===== src/hw/rtl/gfi_pkg.sv =====
// shared constants and helpers for the gf(2) polynomial inverse core
// no dependencies
package gfi_pkg;

  localparam int FIELD_BITS_DEF = 8;
  localparam int MAX_BITS = 64;
  localparam int DEG_W = 7;
  localparam logic [MAX_BITS-1:0] MOD_RESET = 64'h11B;

  typedef enum logic [2:0] {
    ST_IDLE = 3'b001,
    ST_RUN  = 3'b010,
    ST_DONE = 3'b100
  } eng_state_t;

  // queue entry status handed from front to engine
  typedef struct packed {
    logic valid;
    logic is_zero;
  } q_status_t;

  // index of the highest set bit; zero when no bit is set
  function automatic logic [DEG_W-1:0] poly_deg(input logic [MAX_BITS-1:0] p);
    logic [DEG_W-1:0] d;
    d = '0;
    for (int i = 0; i < MAX_BITS; i++) begin
      if (p[i]) d = DEG_W'(i);
    end
    return d;
  endfunction

endpackage


===== src/hw/rtl/gfi_in_if.sv =====
// input channel of the polynomial inverse core: valid, ready, operand
// depends on nothing
interface gfi_in_if #(parameter int FIELD_BITS = 8);
  logic                  valid;
  logic                  ready;
  logic [FIELD_BITS-1:0] operand_poly;
  modport source (output valid, output operand_poly, input ready);
  modport sink (input valid, input operand_poly, output ready);
endinterface


===== src/hw/rtl/gfi_out_if.sv =====
// result channel of the polynomial inverse core: valid, ready, inverse, flag
// depends on nothing
interface gfi_out_if #(parameter int FIELD_BITS = 8);
  logic                  valid;
  logic                  ready;
  logic [FIELD_BITS-1:0] inverse_poly;
  logic                  has_inverse;
  modport source (output valid, output inverse_poly, output has_inverse, input ready);
  modport sink (input valid, input inverse_poly, input has_inverse, output ready);
endinterface


===== src/hw/rtl/gfi_front.sv =====
// front end: accepts operands into a two-word queue and flags zero operands
// depends on gfi_pkg
module gfi_front #(
  parameter int FIELD_BITS = 8
) (
  input  logic                    clk,
  input  logic                    rst_n,
  input  logic                    in_valid,
  output logic                    in_ready,
  input  logic [FIELD_BITS-1:0]   in_operand,
  output gfi_pkg::q_status_t      q_status,
  output logic [FIELD_BITS-1:0]   q_operand,
  input  logic                    q_pop
);
  import gfi_pkg::*;

  logic [FIELD_BITS-1:0] data_r [2];
  logic                  zero_r [2];
  logic                  wr_ptr_r, wr_ptr_nxt;
  logic                  rd_ptr_r, rd_ptr_nxt;
  logic [1:0]            cnt_r, cnt_nxt;
  logic                  push, pop;

  assign in_ready = (cnt_r != 2'd2);
  assign push     = in_valid && in_ready;
  assign pop      = q_pop && (cnt_r != 2'd0);

  assign q_status.valid   = (cnt_r != 2'd0);
  assign q_status.is_zero = zero_r[rd_ptr_r];
  assign q_operand        = data_r[rd_ptr_r];

  always_comb begin
    wr_ptr_nxt = push ? ~wr_ptr_r : wr_ptr_r;
    rd_ptr_nxt = pop ? ~rd_ptr_r : rd_ptr_r;
    cnt_nxt    = cnt_r + 2'(push) - 2'(pop);
  end

  always_ff @(posedge clk) begin
    if (!rst_n) begin
      wr_ptr_r <= 1'b0;
      rd_ptr_r <= 1'b0;
      cnt_r    <= 2'd0;
    end else begin
      wr_ptr_r <= wr_ptr_nxt;
      rd_ptr_r <= rd_ptr_nxt;
      cnt_r    <= cnt_nxt;
    end
  end

  always_ff @(posedge clk) begin
    if (push) begin
      data_r[wr_ptr_r] <= in_operand;
      zero_r[wr_ptr_r] <= (in_operand == '0);
    end
  end
endmodule


===== src/hw/rtl/gfi_engine.sv =====
// back end: extended euclid, one xor-shift step or one remainder swap per cycle while running
// depends on gfi_pkg
module gfi_engine #(
  parameter int FIELD_BITS = 8
) (
  input  logic                    clk,
  input  logic                    rst_n,
  input  logic [FIELD_BITS:0]     modulus,
  input  gfi_pkg::q_status_t      q_status,
  input  logic [FIELD_BITS-1:0]   q_operand,
  output logic                    q_pop,
  output logic                    out_valid,
  input  logic                    out_ready,
  output logic [FIELD_BITS-1:0]   out_inverse,
  output logic                    out_has_inverse
);
  import gfi_pkg::*;

  localparam int PW = FIELD_BITS + 1;

  eng_state_t            state_r, state_nxt;
  logic [PW-1:0]         rp_r, rp_nxt, rc_r, rc_nxt, rem_r, rem_nxt;
  logic [FIELD_BITS-1:0] sp_r, sp_nxt, sc_r, sc_nxt, acc_r, acc_nxt;
  logic [FIELD_BITS-1:0] inv_r, inv_nxt;
  logic                  has_r, has_nxt;
  logic [DEG_W-1:0]      dc, dr, sh;
  logic                  can_sub;

  assign dc      = poly_deg(MAX_BITS'(rc_r));
  assign dr      = poly_deg(MAX_BITS'(rem_r));
  assign can_sub = (rem_r != '0) && (dr >= dc);
  assign sh      = dr - dc;

  assign out_valid       = (state_r == ST_DONE);
  assign out_inverse     = inv_r;
  assign out_has_inverse = has_r;
  assign q_pop           = (state_r == ST_IDLE) && q_status.valid;

  always_comb begin
    state_nxt = state_r;
    rp_nxt = rp_r; rc_nxt = rc_r; rem_nxt = rem_r;
    sp_nxt = sp_r; sc_nxt = sc_r; acc_nxt = acc_r;
    inv_nxt = inv_r; has_nxt = has_r;
    unique case (state_r)
      ST_IDLE: begin
        if (q_status.valid) begin
          rp_nxt  = modulus;
          rc_nxt  = PW'(q_operand);
          rem_nxt = modulus;
          sp_nxt  = '0;
          sc_nxt  = FIELD_BITS'(1);
          acc_nxt = '0;
          // zero operand: gcd is the modulus itself
          if (q_status.is_zero) begin
            has_nxt   = (modulus == PW'(1));
            inv_nxt   = '0;
            state_nxt = ST_DONE;
          end else begin
            state_nxt = ST_RUN;
          end
        end
      end
      ST_RUN: begin
        if (rc_r == '0) begin
          has_nxt   = (rp_r == PW'(1));
          inv_nxt   = (rp_r == PW'(1)) ? sp_r : '0;
          state_nxt = ST_DONE;
        end else if (can_sub) begin
          rem_nxt = rem_r ^ (rc_r << sh);
          acc_nxt = acc_r ^ (sc_r << sh);
        end else begin
          // quotient finished: rotate remainders and coefficients
          rp_nxt  = rc_r;
          rc_nxt  = rem_r;
          rem_nxt = rc_r;
          sp_nxt  = sc_r;
          sc_nxt  = acc_r;
          acc_nxt = sc_r;
        end
      end
      ST_DONE: begin
        if (out_ready) state_nxt = ST_IDLE;
      end
      default: state_nxt = ST_IDLE;
    endcase
  end

  always_ff @(posedge clk) begin
    if (!rst_n) begin
      state_r <= ST_IDLE;
    end else begin
      state_r <= state_nxt;
    end
  end

  always_ff @(posedge clk) begin
    rp_r  <= rp_nxt;
    rc_r  <= rc_nxt;
    rem_r <= rem_nxt;
    sp_r  <= sp_nxt;
    sc_r  <= sc_nxt;
    acc_r <= acc_nxt;
    inv_r <= inv_nxt;
    has_r <= has_nxt;
  end
endmodule


===== src/hw/rtl/gf2_poly_inverse_core.sv =====
// top level of the gf(2) polynomial inverse core
// depends on gfi_pkg, gfi_in_if, gfi_out_if, gfi_front, gfi_engine
//
// usage:
//   in_ch carries one operand polynomial per word (valid/ready). out_ch
//   returns one word per operand: the inverse modulo the configured
//   modulus and a flag that is set when gcd(operand, modulus) is 1; the
//   inverse reads zero when the flag is clear.
//   cfg_we/cfg_wdata write the modulus (reset value x^8+x^4+x^3+x+1); the user
//   writes it only while the core is idle, the core does not enforce this.
// throughput:
//   the engine does one xor-shift division step or one remainder swap per
//   cycle while running, on the single euclid datapath, and takes the next
//   operand only after the last result has been taken.
//   a two-word queue in front keeps accepting while the engine works.
// reset: queue emptied, engine idle, modulus back to its default.
// stall: a result waits in the engine's output register while out_ch.ready
//   is low; the queue fills up and then in_ch.ready drops.
module gf2_poly_inverse_core #(
  parameter int FIELD_BITS = gfi_pkg::FIELD_BITS_DEF
) (
  input  logic                  clk,
  input  logic                  rst_n,
  input  logic                  cfg_we,
  input  logic [FIELD_BITS:0]   cfg_wdata,
  gfi_in_if.sink                in_ch,
  gfi_out_if.source             out_ch
);
  import gfi_pkg::*;

  logic [FIELD_BITS:0]   modulus_r;
  q_status_t             q_status;
  logic [FIELD_BITS-1:0] q_operand;
  logic                  q_pop;

  always_ff @(posedge clk) begin
    if (!rst_n) begin
      modulus_r <= MOD_RESET[FIELD_BITS:0];
    end else if (cfg_we) begin
      modulus_r <= cfg_wdata;
    end
  end

  gfi_front #(.FIELD_BITS(FIELD_BITS)) u_front (
    .clk        (clk),
    .rst_n      (rst_n),
    .in_valid   (in_ch.valid),
    .in_ready   (in_ch.ready),
    .in_operand (in_ch.operand_poly),
    .q_status   (q_status),
    .q_operand  (q_operand),
    .q_pop      (q_pop)
  );

  gfi_engine #(.FIELD_BITS(FIELD_BITS)) u_engine (
    .clk             (clk),
    .rst_n           (rst_n),
    .modulus         (modulus_r),
    .q_status        (q_status),
    .q_operand       (q_operand),
    .q_pop           (q_pop),
    .out_valid       (out_ch.valid),
    .out_ready       (out_ch.ready),
    .out_inverse     (out_ch.inverse_poly),
    .out_has_inverse (out_ch.has_inverse)
  );
endmodule


===== src/flat_wrapper.sv =====
// flat-port wrapper written by rule: the top's interface ports become plain ports
module gf2_poly_inverse_core_flat import gfi_pkg::*;
#(
  parameter int FIELD_BITS = gfi_pkg::FIELD_BITS_DEF
)
  (clk, rst_n, cfg_we, cfg_wdata, in_ch_valid, in_ch_operand_poly, in_ch_ready, out_ch_valid, out_ch_inverse_poly, out_ch_has_inverse, out_ch_ready);
  gfi_in_if #(.FIELD_BITS(FIELD_BITS)) in_ch_i ();
  gfi_out_if #(.FIELD_BITS(FIELD_BITS)) out_ch_i ();
  input  logic clk;
  input  logic rst_n;
  input  logic cfg_we;
  input  logic [FIELD_BITS:0] cfg_wdata;
  input wire logic [$bits(in_ch_i.valid)-1:0] in_ch_valid;
  input wire logic [$bits(in_ch_i.operand_poly)-1:0] in_ch_operand_poly;
  output wire logic [$bits(in_ch_i.ready)-1:0] in_ch_ready;
  output wire logic [$bits(out_ch_i.valid)-1:0] out_ch_valid;
  output wire logic [$bits(out_ch_i.inverse_poly)-1:0] out_ch_inverse_poly;
  output wire logic [$bits(out_ch_i.has_inverse)-1:0] out_ch_has_inverse;
  input wire logic [$bits(out_ch_i.ready)-1:0] out_ch_ready;
  assign in_ch_i.valid = in_ch_valid;
  assign in_ch_i.operand_poly = in_ch_operand_poly;
  assign in_ch_ready = in_ch_i.ready;
  assign out_ch_valid = out_ch_i.valid;
  assign out_ch_inverse_poly = out_ch_i.inverse_poly;
  assign out_ch_has_inverse = out_ch_i.has_inverse;
  assign out_ch_i.ready = out_ch_ready;
  gf2_poly_inverse_core #(.FIELD_BITS(FIELD_BITS)) u_core (.clk(clk), .rst_n(rst_n), .cfg_we(cfg_we), .cfg_wdata(cfg_wdata), .in_ch(in_ch_i), .out_ch(out_ch_i));
endmodule

===== config.mk =====
export PLATFORM = sky130hd
export DESIGN_NAME = gf2_poly_inverse_core_flat
export DESIGN_NICKNAME = d
export VERILOG_FILES = /design/src/hw/rtl/gfi_pkg.sv /design/src/hw/rtl/gfi_in_if.sv /design/src/hw/rtl/gfi_out_if.sv /design/src/hw/rtl/gfi_front.sv /design/src/hw/rtl/gfi_engine.sv /design/src/hw/rtl/gf2_poly_inverse_core.sv /design/src/flat_wrapper.sv
export SDC_FILE = /design/constraint.sdc
export NUM_CORES = 1
export LEC_CHECK = 0
export BUFFER_PORTS_ARGS = -buffer_cell sky130_fd_sc_hd__buf_2
export CORE_MARGIN = 4
export CORE_UTILIZATION = 27
export DETAILED_ROUTE_END_ITERATION = 8
export SETUP_SLACK_MARGIN = 0.3
export SLEW_MARGIN = 20
export SYNTH_ARGS = -nofsm -noshare
export SYNTH_HDL_FRONTEND = slang
export SYNTH_SLANG_ARGS = --single-unit

===== constraint.sdc =====
create_clock -name clk -period 4.25 [get_ports clk]
set_input_delay 0.2125 -clock clk [delete_from_list [all_inputs] [get_ports clk]]
set_output_delay 0.2125 -clock clk [all_outputs]
set_load 0.01 [all_outputs]

Yosys cells after proc, flatten, opt, wreduce, memory -nomap -nowiden
Memories as Yosys holds them, arrays and structs flattened. A register that Yosys moved wholly into a read port is not among the register bits.
Index checks and enable logic that the tools add are counted.
{"block": "classes", "add_sub_neg": 3, "multipliers": 0, "div_mod_pow": 0, "magnitude_cmp": 1, "eq_ne": 12, "shifts": 2, "n_mux": 58, "n_bitwise": 4, "n_reduce_logical": 13}
{"cell": "two-way mux 7 bit", "count": 14}
{"cell": "two-way mux 8 bit", "count": 12}
{"cell": "two-way mux 9 bit", "count": 8}
{"cell": "one-hot mux 8 bit (2 select lines)", "count": 4}
{"cell": "one-hot mux 9 bit (2 select lines)", "count": 3}
{"cell": "equality test 9 x 1 -> 1 bit, second input constant", "count": 2}
{"cell": "two-way mux 3 bit", "count": 4}
{"cell": "two-way mux 1 bit", "count": 11}
{"cell": "inequality test 2 bit, second input constant", "count": 5}
{"cell": "logical NOT 9 bit", "count": 1}
{"cell": "one-hot mux 3 bit (3 select lines)", "count": 1}
{"cell": "nonzero test 9 bit", "count": 1}
{"cell": "left shift 9 x 7 -> 9 bit", "count": 1}
{"cell": "bitwise XOR 9 bit", "count": 1}
{"cell": "logical NOT 8 bit", "count": 1}
{"cell": "AND reduction 4 bit", "count": 2}
{"cell": "left shift 8 x 7 -> 8 bit", "count": 1}
{"cell": "bitwise XOR 8 bit", "count": 1}
{"cell": ">= comparator 7 bit", "count": 1}
{"cell": "subtractor 7 bit", "count": 1}
{"cell": "AND reduction 3 bit", "count": 2}
{"cell": "logical AND 1 bit", "count": 4}
{"cell": "inequality test 2 x 1 -> 1 bit, second input constant", "count": 2}
{"cell": "nonzero test 2 bit", "count": 2}
{"cell": "other kinds (7)", "count": 8}
{"block": "word_totals", "reg_bits": 76, "latchBits": 0, "ramBits": 18, "rom_bits": 0, "output_inout_bits": 11, "elab_cells": 108, "mem_count": 2}
{"memory": "u_core.u_front.data_r", "depth": 2, "word_bits": 8, "read_ports": 1, "rd_ports_with_merged_regs": 1, "write_ports": 1, "line": "gfi_front.sv:17", "source": "logic [FIELD_BITS-1:0] data_r [2];"}
{"memory": "u_core.u_front.zero_r", "depth": 2, "word_bits": 1, "read_ports": 1, "rd_ports_with_merged_regs": 1, "write_ports": 1, "line": "gfi_front.sv:18", "source": "logic zero_r [2];"}

Longest topological paths before layout
{"block": "logic_depth", "depth_word": 14, "ltp_mapped": 20, "depth_no_buf": 18}

Cells and area by module
A second synthesis with hierarchy kept.
{"block": "unflattened", "cells_unflattened": 457, "area_unflattened_um2": 5064.9}
{"mod": "gfi_engine", "n_inst": 1, "cells_per_inst": 367, "area_each_um2": 3809.9}
{"mod": "gfi_front", "n_inst": 1, "cells_per_inst": 61, "area_each_um2": 925.9}
{"mod": "gf2_poly_inverse_core", "n_inst": 1, "cells_per_inst": 29, "area_each_um2": 329.1}

Worst setup path before layout
No wires, ideal clock.
{"block": "synth_path", "path_type": "reg2reg", "startpoint": "register u_core.u_engine.rem_r[5]", "endpoint": "register u_core.u_engine.rc_r[0] (enable)", "t_arrival_ns": 3.470, "required_ns": 3.856, "slack_ns": 0.385, "stages_incl_launch_ff": 13, "n_path_buf": 1, "period_less_slack_ns": 3.865, "cell_sequence": "edfxtp_1 or3_1 a21oi_1 ha_1 nor2b_1 o21ai_0 nand2b_1 fa_1 a41oi_1 a31oi_1 clkbuf_1 nand2_1 and2_1"}
{"block": "synth_between", "elab_chain_len": 8, "elab_cells_between_ends": 9}
{"element": "start: declaration", "line": "gfi_engine.sv:22", "source": "logic [PW-1:0] rp_r, rp_nxt, rc_r, rc_nxt, rem_r, rem_nxt;"}
{"element": "start signal: assignment", "line": "gfi_engine.sv:99", "source": "rem_r <= rem_nxt;"}
{"element": "two-way mux 7 bit (4 in series)", "line": "gfi_pkg.sv:27", "source": "if (p[i]) d = DEG_W'(i);"}
{"element": ">= comparator 7 bit", "line": "gfi_engine.sv:31", "source": "assign can_sub = (rem_r != '0) && (dr >= dc);"}
{"element": "logical AND 1 bit (*)", "line": "gfi_engine.sv:31"}
{"element": "inequality test 2 bit (no line) (*)"}
{"element": "AND reduction 4 bit (no line) (*)"}
{"element": "end signal: assignment", "line": "gfi_engine.sv:98", "source": "rc_r <= rc_nxt;"}
{"element": "end: declaration", "line": "gfi_engine.sv:22"}
Every way passes the cells marked *; elsewhere a longest branch is shown, timed or not.
A chain may end at the register's enable or synchronous reset.

Worst setup path after layout
{"block": "layout_path", "startpoint": "register u_core.u_engine.rem_r[5]", "endpoint": "register u_core.u_engine.rem_r[6], data pin"}
{"block": "layout_between", "elab_chain_len": 10, "elab_cells_between_ends": 13}
{"element": "two-way mux 7 bit (4 in series)", "line": "gfi_pkg.sv:27"}
{"element": "subtractor 7 bit", "line": "gfi_engine.sv:32", "source": "assign sh = dr - dc;"}
{"element": "left shift 9 x 7 -> 9 bit", "line": "gfi_engine.sv:69", "source": "rem_nxt = rem_r ^ (rc_r << sh);"}
{"element": "bitwise XOR 9 bit", "line": "gfi_engine.sv:69"}
{"element": "two-way mux 9 bit (*)", "line": "gfi_engine.sv:68", "source": "end else if (can_sub) begin"}
{"element": "two-way mux 9 bit (*)", "line": "gfi_engine.sv:64", "source": "if (rc_r == '0) begin"}
{"element": "one-hot mux 9 bit (2 select lines) (*)", "line": "gfi_engine.sv:44", "source": "unique case (state_r)"}
{"element": "named net u_core.u_engine.rem_nxt[6]", "line": "gfi_engine.sv:22"}
Mark *: on every way through the listed nets, which the timed path passes. The rest lies on a longest branch. The select of a mux whose other input is x is not followed.

==> impl_metrics.csv <==
group,metric,value,unit
floorplanning,rows,49,
route,routed_via_density,4.87,
synthesis,syn_area,0.00494,mm2
clock_network,cts_sinks,95,
hold_path,hold_class,"input pin to flip-flop",
critical_path,cp_slowest_stage_delay,0.51,ns
floorplanning,dieHeight,143,um
clock_network,insertion_delay,0.35,ns
synthesis,synthCells,446,
synthesis,synth_top_area_cell,"edfxtp_1",
final_layout,fin_nets,506,
floorplanning,die-width,143,um
sta,slew_headroom,0.376,
critical_path,required,4.33,ns
sta,setup_ws,0.511,ns
synthesis,synth_edf_count,78,
sta,worst_pin_slew,0.929,ns
clock_network,cts_buffer_depth,2,
placement,routabilityCongestion,0.942,
run_status,status,"finished, final reports clean",
flow_run,drv_cap,0,
critical_path,path_cells,"or3_1 -> a21oi_1 -> ha_1 -> nor2b_1 -> o21ai_0 -> nand2b_1 -> fa_2 -> a211o_1 -> a21o_2 -> a22oi_1 -> o21ai_0 -> xor2_1 -> o221ai_1",
clock_network,cts_root_buf,"clkbuf_16",
critical_path,cpLargestDelayFamily,"compound AO/OA/AOI/OAI gates",
critical_path,slowest_stage,"fa_2",
global_route,antenna_found_initial,0,
hold_path,hold_path_end,"u_core.u_front.data_r[1][4]",
route,dr.pass1.iters,5,
route,wl,10900,um
final_layout,antenna_cells,0,
global_route,grt_pass1_vias,3416,
placement,io_buffer_count,32,
floorplanning,fp.coreArea,0.0180,mm2
floorplanning,die-area,0.0205,mm2
critical_path,critical_path_buf_inv_count,0,
clock_network,path_clk_slew,0.08,ns
global_route,grt_usage,0.110,
hold_path,whs_path_depth,1,
sta,setup-tns-final,0,ns
synthesis,yosysWarningCount,0,
synthesis,synth_seq_cells,95,
synthesis,synth_area_leaders,"edfxtp_1 (47%), dfxtp_1 (6.9%), mux2i_1 (5.9%)",
route,vias,3457,
placement,hpwl,7860,um
synthesis,synth_flop_cell,"edfxtp_1",
synthesis,ys_types,51,
placement,dp_slack,0.444,ns
global_route,gr-total-overflow,0,
hold_path,hold_start,"in_ch_operand_poly[4]",
synthesis,yosysTopAreaCellShare,0.474,
clock_network,tritoncts,"done",
route,route.detailed.drc,0,
route,first_iter_violations,356,
floorplanning,initial_core_util,0.275,
critical_path,cp_max_fo,10,
clock_network,htree_levels,3,
sta,post-route-period-util,0.880,
route,post_drt_wl_per_cell,15.4,um
critical_path,critPathLaunch,"u_core.u_engine.rem_r[5]",
global_route,grt_pass1_wl,17700,um
sta,setup_viol,0,
critical_path,cp-start-kind,"flip-flop",
sta,fin_worst_skew,0.0101,ns
critical_path,ff2ff_path_depth,13,
critical_path,end_kind,"flip-flop",
final_layout,layout-drive-gt1-share,0.164,
synthesis,avgSynthCellArea,11.1,um2
sta,grt_setup_unrepaired,"false",
sta,hold_viol,0,
critical_path,r2r-end,"u_core.u_engine.rem_r[6]",
pwr,p_leak,2.04,nW
clock_network,cts_buffers,9,
sta,fin_crit,3.74,ns
synthesis,async_reset_ff_frac,0,
critical_path,reg2reg_slack,0.51,ns
critical_path,crit_top_cell,"o21ai_0",
critical_path,crit_type,"flip-flop to flip-flop",
final_layout,syn_to_final_growth,15.1,%
floorplanning,io_pins,33,
critical_path,worstReg2RegStart,"u_core.u_engine.rem_r[5]",
pwr,ir_drop,395,uV
synthesis,synth_seq_area_share,0.543,
pwr,p_per_area,824,mW/mm2
critical_path,arrival,3.82,ns
sta,maxSlewViolCount,0,
synthesis,synth_fp_nets,476,
route,ant_nets,0,
global_route,grt_max_degree,43,
sta,whs,0.0612,ns
sta,fmax,0.267,GHz
cell type report:
cell class              count  area [um2]
fillers                  1842       12300
well taps                 229         287
inverters                   7        26.3
repair buffers             42         235
multi-input cells         321        2150
clock inverters             7        81.3
flip-flops and latches     95        2680
clock buffers               9         225
sequential cells by signal, summed over array words and instances (netlist names), 8 cells and up, named ones only:
name                         count
u_core.modulus_r                 9
u_core.u_engine.sc_r             8
u_core.u_front.data_r           16
u_core.u_engine.rp_r             9
u_core.u_engine.acc_r            8
u_core.u_engine.out_inverse      8
u_core.u_engine.sp_r             8
u_core.u_engine.rem_r            9
u_core.u_engine.rc_r             9
through the flow:
step	std cells	power (mW)	util	area (um2)
floorplan	446	3.29	-	4940
global placement	692	3.76	0.297	5340
detailed placement	692	3.82	0.297	5340
CTS	708	4.64	0.314	5640
global route	710	5.02	0.316	5680
finish	710	4.68	0.316	5680
cells in the final DEF, fill, tap and decap left out, types with 8 or more instances in the layout:
cell / netlist / routed
buf_4: 0 / 10
a211oi_1: 9 / 9
o21ai_0: 22 / 22
a21oi_1: 14 / 14
xnor2_1: 8 / 8
dfxtp_1: 17 / 17
edfxtp_1: 78 / 78
mux2i_1: 29 / 29
xor2_1: 9 / 9
clkbuf_16: 0 / 9
and2_1: 32 / 32
nor2_1: 36 / 35
buf_2: 5 / 32
nand3_1: 10 / 10
nand2_1: 59 / 59
what timing repair did:
action,in CTS,in global routing
hold buffers,0,0
gates resized for setup,0,5
setup buffers,0,2
setup endpoints to repair,0,46
cell families (layout without fill, tap and decap cells):
family | count (synthesis) | in the layout | share of synthesized area
flops | 95 | 95 | 0.543
mux | 41 | 41 | 0.0976
compound gates | 75 | 75 | 0.0978
simple gates | 180 | 180 | 0.179
fa+ha+maj | 8 | 8 | 0.0233
xor+xnor | 17 | 17 | 0.0302
buf+inv | 30 | 65 | 0.0286
synthesized netlist by cell type, drive strengths merged (2+ instances only):
cell type,count
a211oi,9
a21boi,2
a21oi,14
a22oi,2
and2,32
and3,3
buf,8
clkbuf,15
dfxtp,17
edfxtp,78
fa,2
ha,6
inv,7
mux2,7
mux2i,29
mux4,5
nand2,59
nand2b,7
nand3,10
nor2,36
nor2b,7
nor3,6
nor3b,3
nor4,6
o211ai,5
o21a,3
o21ai,26
o221ai,2
or2,2
or3,5
or4,3
xnor2,8
xor2,9
metal layers:
layer	GRT usage	wire (um)	part of all wire
met1	0.139	4830	0.44
met2	0.179	5240	0.48
met3	0.0248	563	0.052
met4	0.0535	297	0.027
met5	0	0	0
how the worst max path moves through the flow:
stage | to | slack (ns) | cells past startpoint
after global placement | u_core.u_engine.rem_r[5] | 0.51 | 13
after floorplan | u_core.u_engine.rc_r[0] | 0.39 | 12
after detailed placement | u_core.u_engine.rem_r[6] | 0.44 | 13
final | u_core.u_engine.rem_r[6] | 0.51 | 13
after global routing | u_core.u_engine.rem_r[7] | 0.32 | 13
after CTS | u_core.u_engine.rem_r[6] | 0.42 | 13
report_power, final:
| part | switching [mW] | total, mW | internal (mW) |
|---|---|---|---|
| Combinational | 1.31 | 2.23 | 0.923 |
| Clock | 0.390 | 0.812 | 0.422 |
| Sequential | 0.252 | 1.64 | 1.39 |
| Total | 1.95 | 4.68 | 2.74 |
Power figures use the tool's default switching activity.
